===== config.mk =====
export PLATFORM = sky130hd
export DESIGN_NAME = timestamp_sorted_insert_list
export DESIGN_NICKNAME = d
export VERILOG_FILES = /design/src/hdl/tsil_pkg.sv /design/src/hdl/tsil_cell.sv /design/src/hdl/timestamp_sorted_insert_list.sv
export SDC_FILE = /design/constraint.sdc
export NUM_CORES = 2
export LEC_CHECK = 0
export ABC_AREA = 0
export BUFFER_PORTS_ARGS = -buffer_cell sky130_fd_sc_hd__buf_2
export CAP_MARGIN = 20
export CORE_ASPECT_RATIO = 1.1
export CORE_MARGIN = 3
export CORE_UTILIZATION = 57
export DETAILED_ROUTE_END_ITERATION = 6
export PLACE_DENSITY = 0.84
export SLEW_MARGIN = 20
export SYNTH_ARGS = -nofsm -noshare
export SYNTH_HDL_FRONTEND = slang
export SYNTH_SLANG_ARGS = --single-unit

===== constraint.sdc =====
create_clock -name clk_i -period 10.4 [get_ports clk_i]
set_input_delay 1.56 -clock clk_i [delete_from_list [all_inputs] [get_ports clk_i]]
set_output_delay 1.56 -clock clk_i [all_outputs]
set_load 0.05 [all_outputs]

===== src/hdl/tsil_pkg.sv =====
// tsil_pkg: request, result and entry types for the sorted timestamp list,
// plus request codes and the seconds weights of the time key.
// No dependencies.
`timescale 1ns / 1ps

package tsil_pkg;

  // request codes
  localparam logic [1:0] REQ_INSERT = 2'd0;
  localparam logic [1:0] REQ_READ   = 2'd1;
  localparam logic [1:0] REQ_CLEAR  = 2'd2;

  // seconds per field unit of the time key
  localparam logic [31:0] SEC_YEAR   = 32'd32140800;
  localparam logic [31:0] SEC_MONTH  = 32'd2678400;
  localparam logic [31:0] SEC_DAY    = 32'd86400;
  localparam logic [31:0] SEC_HOUR   = 32'd3600;
  localparam logic [31:0] SEC_MINUTE = 32'd60;

  localparam int STAMP_W = 42;

  // one request beat
  typedef struct packed {
    logic [1:0]         req_type;
    logic [15:0]        year;
    logic [3:0]         month;
    logic [4:0]         day;
    logic [4:0]         hour;
    logic [5:0]         minute;
    logic [5:0]         second;
    logic signed [31:0] gain;
    logic [3:0]         read_index;
  } req_t;

  // one result beat
  typedef struct packed {
    logic               accepted;
    logic [3:0]         slot;
    logic [4:0]         fill;
    logic [15:0]        out_year;
    logic [3:0]         out_month;
    logic [4:0]         out_day;
    logic [4:0]         out_hour;
    logic [5:0]         out_minute;
    logic [5:0]         out_second;
    logic signed [31:0] out_gain;
    logic               read_valid;
  } rsp_t;

  // one stored record
  typedef struct packed {
    logic [31:0]        key;
    logic [STAMP_W-1:0] stamp;
    logic [31:0]        gain;
  } entry_t;

endpackage


===== src/hdl/tsil_cell.sv =====
// tsil_cell: one slot of the sorted list; compares the incoming key with its
// own and on insert either keeps, takes its lower neighbor, or takes the new record.
// Depends on tsil_pkg.
`timescale 1ns / 1ps

module tsil_cell (
  input  logic            clk_i,
  input  logic            ins_i,
  input  tsil_pkg::entry_t new_i,
  input  logic            occ_i,
  input  logic            prev_ge_i,
  input  tsil_pkg::entry_t prev_i,
  output logic            ge_o,
  output tsil_pkg::entry_t ent_o
);
  import tsil_pkg::*;

  entry_t ent_q;

  // at or past the insertion point: empty, or holding a strictly larger key
  assign ge_o  = !occ_i || (new_i.key < ent_q.key);
  assign ent_o = ent_q;

  // shift up from the neighbor, or land the new record at the boundary
  always_ff @(posedge clk_i) begin
    if (ins_i && ge_o) begin
      ent_q <= prev_ge_i ? prev_i : new_i;
    end
  end

endmodule


===== src/hdl/timestamp_sorted_insert_list.sv =====
// timestamp_sorted_insert_list: top level, a row of compare-and-shift cells
// holding timestamped gain records in ascending key order.
// Depends on tsil_pkg and tsil_cell.
//
//   channel   | ports                  | handshake
//   ----------+------------------------+---------------------------------
//   request   | start, busy, req_i     | beat taken when start && !busy
//   result    | done_o, rsp_o          | beat valid for the one cycle of done_o
//
// For each request the key is formed and registered with the request on the
// accepting edge, then the cell row compares and shifts as the result beat is
// registered, and the result beat is then shown. busy is high for the one
// cycle between, so a new request can be taken while the result is shown.
// rst_ni empties the list; cell contents are left as they are.
// The receiver cannot stall: each result beat is taken when shown.
`timescale 1ns / 1ps

module timestamp_sorted_insert_list #(
  parameter int CAPACITY = 16
) (
  input  logic           clk_i,
  input  logic           rst_ni,
  input  logic           start,
  output logic           busy,
  input  tsil_pkg::req_t req_i,
  output logic           done_o,
  output tsil_pkg::rsp_t rsp_o
);
  import tsil_pkg::*;

  localparam int CNT_W = $clog2(CAPACITY + 1);

  logic             pend_q;
  req_t             req_q;
  logic [31:0]      key_q;
  logic [31:0]      key_d;
  logic [CNT_W-1:0] count_q;
  logic [CNT_W-1:0] count_d;
  logic             done_q;
  rsp_t             rsp_q;
  rsp_t             rsp_d;

  logic             full;
  logic             ins;
  entry_t           new_ent;
  logic [CAPACITY-1:0] occ;
  logic [CAPACITY-1:0] ge;
  entry_t           ent [CAPACITY];
  logic [3:0]       slot;
  entry_t           rd_ent;
  logic             rd_hit;

  // time key from the request fields, wrapping at 32 bits
  always_comb begin
    key_d = 32'(req_i.year) * SEC_YEAR
          + 32'(req_i.month) * SEC_MONTH
          + 32'(req_i.day) * SEC_DAY
          + 32'(req_i.hour) * SEC_HOUR
          + 32'(req_i.minute) * SEC_MINUTE
          + 32'(req_i.second);
  end

  assign busy    = pend_q;
  assign full    = (count_q == CNT_W'(CAPACITY));
  assign ins     = pend_q && (req_q.req_type == REQ_INSERT) && !full;
  assign new_ent = '{key:   key_q,
                     stamp: {req_q.year, req_q.month, req_q.day,
                             req_q.hour, req_q.minute, req_q.second},
                     gain:  req_q.gain};

  // occupancy of each cell from the fill count
  always_comb begin
    for (int i = 0; i < CAPACITY; i++) begin
      occ[i] = (count_q > CNT_W'(i));
    end
  end

  // row of cells, each but the first fed by its lower neighbor
  for (genvar g = 0; g < CAPACITY; g++) begin : g_cell
    if (g == 0) begin : g_head
      tsil_cell u_cell (
        .clk_i     (clk_i),
        .ins_i     (ins),
        .new_i     (new_ent),
        .occ_i     (occ[g]),
        .prev_ge_i (1'b0),
        .prev_i    (new_ent),
        .ge_o      (ge[g]),
        .ent_o     (ent[g])
      );
    end else begin : g_body
      tsil_cell u_cell (
        .clk_i     (clk_i),
        .ins_i     (ins),
        .new_i     (new_ent),
        .occ_i     (occ[g]),
        .prev_ge_i (ge[g-1]),
        .prev_i    (ent[g-1]),
        .ge_o      (ge[g]),
        .ent_o     (ent[g])
      );
    end
  end

  // insertion slot: the cell where the ge flags turn on
  always_comb begin
    slot = '0;
    for (int i = 0; i < CAPACITY; i++) begin
      if (ge[i] && !((i > 0) && ge[(i > 0) ? i - 1 : 0])) begin
        slot = slot | 4'(i);
      end
    end
  end

  // read select across the row
  always_comb begin
    rd_ent = '0;
    rd_hit = 1'b0;
    for (int i = 0; i < CAPACITY; i++) begin
      if ((int'(req_q.read_index) == i) && occ[i]) begin
        rd_ent = ent[i];
        rd_hit = 1'b1;
      end
    end
  end

  // result beat and next fill count
  always_comb begin
    rsp_d   = '0;
    count_d = count_q;
    case (req_q.req_type)
      REQ_INSERT: begin
        if (!full) begin
          rsp_d.accepted = 1'b1;
          rsp_d.slot     = slot;
          count_d        = count_q + CNT_W'(1);
        end
      end
      REQ_READ: begin
        if (rd_hit) begin
          {rsp_d.out_year, rsp_d.out_month, rsp_d.out_day,
           rsp_d.out_hour, rsp_d.out_minute, rsp_d.out_second} = rd_ent.stamp;
          rsp_d.out_gain   = rd_ent.gain;
          rsp_d.read_valid = 1'b1;
        end
      end
      REQ_CLEAR: begin
        count_d = '0;
      end
      default: begin
      end
    endcase
    rsp_d.fill = 5'(count_d);
  end

  // control: request stage, fill count, result strobe
  always_ff @(posedge clk_i or negedge rst_ni) begin
    if (!rst_ni) begin
      pend_q  <= 1'b0;
      count_q <= '0;
      done_q  <= 1'b0;
    end else begin
      pend_q <= start && !pend_q;
      done_q <= pend_q;
      if (pend_q) begin
        count_q <= count_d;
      end
    end
  end

  // payload registers
  always_ff @(posedge clk_i) begin
    if (start && !pend_q) begin
      req_q <= req_i;
      key_q <= key_d;
    end
    if (pend_q) begin
      rsp_q <= rsp_d;
    end
  end

  assign done_o = done_q;
  assign rsp_o  = rsp_q;

endmodule

* Yosys cells after proc, flatten, opt, wreduce, memory -nomap -nowiden
Index checks and enable logic that the tools add are counted.
** Word-level totals
- Word-level logic and storage cells :: 303
- Register bits :: 1900
- Output and inout port bits :: 87
- Input port bits :: 83
** Operators by class
- Add/sub/neg operators :: 6
- Bitwise logic cells :: 1
- Muxes and demuxes :: 66
- Magnitude comparators :: 32
- Reductions and logical operators :: 103
- $mul :: 5
- Eq/ne operators :: 18
** Operators by type and width (number)
- 2-to-1 mux 106 bit :: 15
- 2-to-1 mux 74 bit :: 16
- less-than comparator 32 bit :: 16
- logical AND 1 bit :: 50
- > comparator 5 x 4 -> 1 bit (second input constant) :: 8
- logical NOT 1 bit :: 33
- adder 32 x 12 -> 32 bit :: 1
- adder 32 x 17 -> 32 bit :: 1
- adder 32 x 22 -> 32 bit :: 1
- adder 32 x 26 -> 32 bit :: 1
- adder 32 x 6 -> 32 bit :: 1
- == test 4 bit (second input constant) :: 8
- 2-to-1 mux 4 bit :: 8
- multiplier 16 x 16 -> 23 bit (second input constant) :: 1
- > comparator 5 x 3 -> 1 bit (second input constant) :: 4
- multiplier 4 x 15 -> 19 bit (second input constant) :: 1
- 2-to-1 mux 1 bit :: 18
- == test 4 x 3 -> 1 bit (second input constant) :: 4
- logical OR 1 bit :: 16
- multiplier 5 x 10 -> 15 bit (second input constant) :: 1
- multiplier 5 x 8 -> 13 bit (second input constant) :: 1
- 2-to-1 mux 3 bit :: 4
- > comparator 5 x 1 -> 1 bit (second input constant) :: 2
- > comparator 5 x 2 -> 1 bit (second input constant) :: 2
- other kinds (15) :: 18

* Depth between registers and ports, before layout
- Depth in word-level cells :: 21
- Gate-level depth with buffers :: 31
- Gate-level depth less buffers :: 31

* Hierarchy
A second synthesis with hierarchy kept.
** Unflattened totals
- Cells, all modules :: 7789
- Area total of the unflattened synthesis :: 107177.8 um^2
** Modules (own cells, without submodules)
- tsil_cell at g_cell[14].g_body.u_cell ... :: cells each 340, area an instance 5253.8 um^2, times used 11, sequential area each 3183.1 um^2
- timestamp_sorted_insert_list :: cells each 2374, area an instance 22990.8 um^2, times used 1, sequential area each 6030.8 um^2
- tsil_cell at g_cell[0].g_head.u_cell ... :: cells each 335, area an instance 5280.1 um^2, times used 4, sequential area each 3183.1 um^2
- tsil_cell at g_cell[13].g_body.u_cell :: cells each 335, area an instance 5275.1 um^2, times used 1, sequential area each 3183.1 um^2

* Worst setup path before layout
OpenSTA, ideal clock, no wires.
- Path type :: input to register
- Start :: input port req_i[68] (netlist bit)
- End :: register key_q[31], data pin
- Library setup time :: 262 ps
- Data required time :: 10138 ps
- Path buffers :: 0
- Arrival time :: 8256 ps
- Stages :: 28
- Path slack :: 1883 ps
- Cell sequence :: ha_1 -> fa_1 -> ha_1 -> inv_1 -> fa_1 -> inv_1 -> fa_1 -> inv_1 -> fa_1 -> inv_1 -> ha_1 -> nand2_1 -> o31a_1 -> xnor2_1 -> fa_1 -> inv_1 -> ha_1 -> ha_1 -> ha_1 -> a21o_1 -> a21o_1 -> a21oi_1 -> o21ai_0 -> a2111oi_0 -> nor2_1 -> o311ai_0 -> nor3_1 -> xnor2_1
** On the way
- Cells in the longest elaborated chain, start to end :: 6
** RTL lines
- start: declaration :: RTL line timestamp_sorted_insert_list.sv:25 : input tsil_pkg::req_t req_i,
- multiplier 16 x 16 -> 23 bit :: RTL line timestamp_sorted_insert_list.sv:55 : key_d = 32'(req_i.year) * SEC_YEAR
- adder 32 x 26 -> 32 bit :: RTL line timestamp_sorted_insert_list.sv:56 : + 32'(req_i.month) * SEC_MONTH
- adder 32 x 22 -> 32 bit :: RTL line timestamp_sorted_insert_list.sv:57 : + 32'(req_i.day) * SEC_DAY
- adder 32 x 17 -> 32 bit :: RTL line timestamp_sorted_insert_list.sv:58 : + 32'(req_i.hour) * SEC_HOUR
- adder 32 x 12 -> 32 bit :: RTL line timestamp_sorted_insert_list.sv:59 : + 32'(req_i.minute) * SEC_MINUTE
- adder 32 x 6 -> 32 bit :: RTL line timestamp_sorted_insert_list.sv:60 : + 32'(req_i.second);
- via key_d[31] :: RTL line timestamp_sorted_insert_list.sv:36 : logic [31:0] key_d;
- end signal: assignment :: RTL line timestamp_sorted_insert_list.sv:175 : key_q <= key_d;
- end: declaration :: RTL line timestamp_sorted_insert_list.sv:35 : logic [31:0] key_q;
The timed path passes the listed nets, and every way through them passes these cells.
A chain may end at the register's enable or synchronous reset.

* Final worst setup path
- Start :: input port req_i[66] (netlist bit)
- End :: register key_q[31], data pin
Same word-level chain as after synthesis.

==> metrics.md <==
| Metric | Value |
|---|---|
| R2R Setup Slk | 4640 ps |
| Maximum VDD drop | 0.527 mV |
| Vias | 70707 |
| Final ANT Viol Nets | 0 |
| CP required | 11000 ps |
| Hold crit path type | reg -> reg |
| Most frequent CP cell | ha_1 |
| # DRC | 5 |
| Share of Yosys cell area claimed by the top area cell type | 54.1% |
| Detailed Routing Iterations Pass 1 | 7 |
| Adder-Cell Fraction of Synth Area | 11.7% |
| Synth Area in Simple Gates | 4.61% |
| First-pass GRT wire length | 441000 microns |
| Starting Density | 57.4% |
| Routability congestion estimate | 0.871 |
| Port Buffers | 169 |
| Dpl hpwl | 175000 microns |
| Synth Area in XOR/XNOR | 0.756% |
| I/O pins | 170 |
| RSZ-0062 raised after global routing | no |
| Failing checks | DRC |
| WL/cell | 27.9 microns |
| Power per cell area | 300 nW/um^2 |
| Die Height | 452 microns |
| Util after Layout | 62.7% |
| Final min period | 8650 ps |
| Seq/Total Area, Yosys | 54.3% |
| Largest area contributor in the synthesized netlist | edfxtp_1 |
| Fmax | 116 MHz |
| Resized Gates After CTS | 0 |
| Synth async-reset ratio | 0.375% |
| Avg Cell Area, Syn | 13.0 sq um |
| Synth Warn # | 0 |
| Post-Synthesis Cell Area | 103000 sq um |
| H-tree Lvls | 4 |
| Max-slew violation count | 0 |
| Post-synth EDFFs | 1859 |
| Post-synthesis cell count | 7948 |
| Worst Path Max Fanout | 11 |
| Grt ovf | 0 |
| Compound-Gate Fraction of Synth Area | 10.0% |
| Status | finished, violations left |
| Vias per inst | 6.72 |
| Final nets | 8935 |
| Post-synthesis mux area share | 14.0% |
| Tcrit/Tclk final | 83.2% |
| Largest net degree at the start of global routing | 139 |
| Die width | 412 microns |
| Starting DRT DRC Count | 9641 |
| Final Skew | 77.0 ps |
| Syn Nets | 8908 |
| Synthesis-stage register bit count | 1866 |
| Initial antenna violation count | 12 |
| Clock Sinks | 1866 |
| CP endpoint kind | register |
| Slew @ Worst Pin | 1210 ps |
| Fraction of layout cells with a size suffix above 1 | 23.6% |
| Std-Cell Rows | 163 |
| Clock latency on the worst-skew pair | 870 ps |
| Post-CTS Repair Setup Buffers | 0 |
| Final Hold Viols | 0 |
| WS Path Type | in -> reg |
| CP arrival | 9250 ps |
| Clock transition at the registers of the reported paths | 60 ps |
| Max-cap violations | 0 |
| Setup tns final | 0 ps |
| Top post-synthesis cells by area | edfxtp_1, mux2_2, ha_1 |
| Vias in the first global route | 72473 |
| Total Wirelength | 294000 microns |
| Clock tree from TritonCTS | done |
| Core area | 180000 sq um |
| CTS root buf | clkbuf_16 |
| CTS hold repair buffers | 0 |
| Leakage | 0.0430 uW |
| CP Launch Type | input port |
| Die area | 186000 sq um |
| Rel. slew slack | 19.3% |
| GRT Util Overall | 31.1% |
| Final Setup Violations | 0 |
| Crit-path max cell delay | 540 ps |
| Top_reg_cell synth | edfxtp_1 |
| Largest family of logic cells by synthesized area | multiplexers |
| Total CTS buffers | 186 |
| Netlist cell types | 76 |
| Slowest-stage cell, CP | fa_1 |
| CTS Buffer Depth | 3 |
| Area Overhead vs Synth | 9.26% |
-- critical path, delay by kind of cell --
kind	cells	cell delay, ps
buffers and inverters	4	450
AOI/OAI and AO/OA	8	2240
xor gates and xnor gates	3	410
adders and majority gates	11	3970
and+or+nand+nor	3	610
-- flip-flops by register name (all words and copies together) (netlist names) --
name	count
busy	1
count_q	5
g_cell.g_head.u_cell.ent_o	104
key_q	30
done_o	1
rsp_o	85
req_q	6
g_cell.g_body.u_cell.ent_o	1560
new_ent	74
-- area by class of cell --
type	count	area, sq um
fillers	12593	67000
clock buffers	219	4780
diodes	6	15.0
multi-input cells	4857	42700
flip-flops and latches	1866	56000
clock inverters	122	1240
inverters	760	2850
well taps	2392	2990
repair buffers	304	2070
-- metrics by stage --
step	power (uW)	hold slack (ps)	setup slack (ps)	std cells	area (sq um)
global placement	25900	550	1150	10175	107000
detailed placement	26700	556	1010	10177	107000
CTS	33500	543	1850	10518	113000
global route	35600	564	1420	10521	113000
finish	33800	538	1750	10526	113000
floorplan	22300	474	1880	7948	103000
-- layer usage --
metal,vias up,global-route usage (%),share of wire (%)
met2,5050,48.8,45
met4,2,17.1,6.4
met3,1204,8.47,14
li1,29974,-,-
met5,-,0,0.0044
met1,34477,39.2,35
-- worst paths after layout --
| kind | from | cells after the start | end |
|---|---|---|---|
| max | req_i[66] | 29 | key_q[31] |
| min | g_cell[7].g_body.u_cell.ent_o[85] | 1 | g_cell[8].g_body.u_cell.ent_o[85] |
| max reg2reg | key_q[4] | 13 | g_cell[2].g_body.u_cell.ent_o[37] |
| min reg2reg | g_cell[7].g_body.u_cell.ent_o[85] | 1 | g_cell[8].g_body.u_cell.ent_o[85] |
| max in group asynchronous | rst_ni | 1 | busy |
| min in group asynchronous | rst_ni | 1 | count_q[0] |
-- Yosys cell counts (13+ instances only) --
cell / count
a2111oi_0: 14
a211oi_1: 34
a21o_1: 168
a21oi_1: 298
a221oi_1: 25
a222oi_1: 142
a22oi_1: 197
a31oi_1: 30
and3_1: 16
buf_1: 22
buf_2: 106
buf_4: 20
clkbuf_1: 317
edfxtp_1: 1859
fa_1: 139
ha_1: 738
inv_1: 759
mux2_2: 1284
nand2_1: 438
nand2b_1: 40
nand3_1: 110
nand4_1: 123
nor2_1: 171
nor2b_1: 36
nor3_1: 39
o211ai_1: 22
o21a_1: 26
o21ai_0: 512
o21bai_1: 15
or3_1: 13
xnor2_1: 59
xor2_1: 30
-- placed cells by master, fill, tap and decap left out, types with 48 or more instances in the layout --
cell,count
nand2_1,436
mux2_2,1284
nand4_1,123
a21o_1,168
xnor2_1,59
clkinv_1,48
buf_2,169
a22oi_1,197
nor2_1,159
a21oi_1,295
clkbuf_16,186
ha_1,738
inv_1,759
a222oi_1,142
edfxtp_1,1859
fa_1,139
buf_4,119
nand3_1,110
o21ai_0,510
-- cell families (layout without fill, tap and decap cells) --
| kind of cell | after synthesis | in the layout |
|---|---|---|
| mux | 1284 | 1284 |
| other cells | 0 | 6 |
| buf+inv | 1225 | 1405 |
| simple gates | 1026 | 1026 |
| flops | 1866 | 1866 |
| compound gates | 1581 | 1581 |
| xor+xnor | 89 | 89 |
| fa+ha+maj | 877 | 877 |
-- where the power goes --
part,internal [uW],switching [uW]
registers,9920,316
clock network,3710,3050
logic,6900,9930
total,20500,13300
No activity file was read; power rests on OpenSTA's default activity.
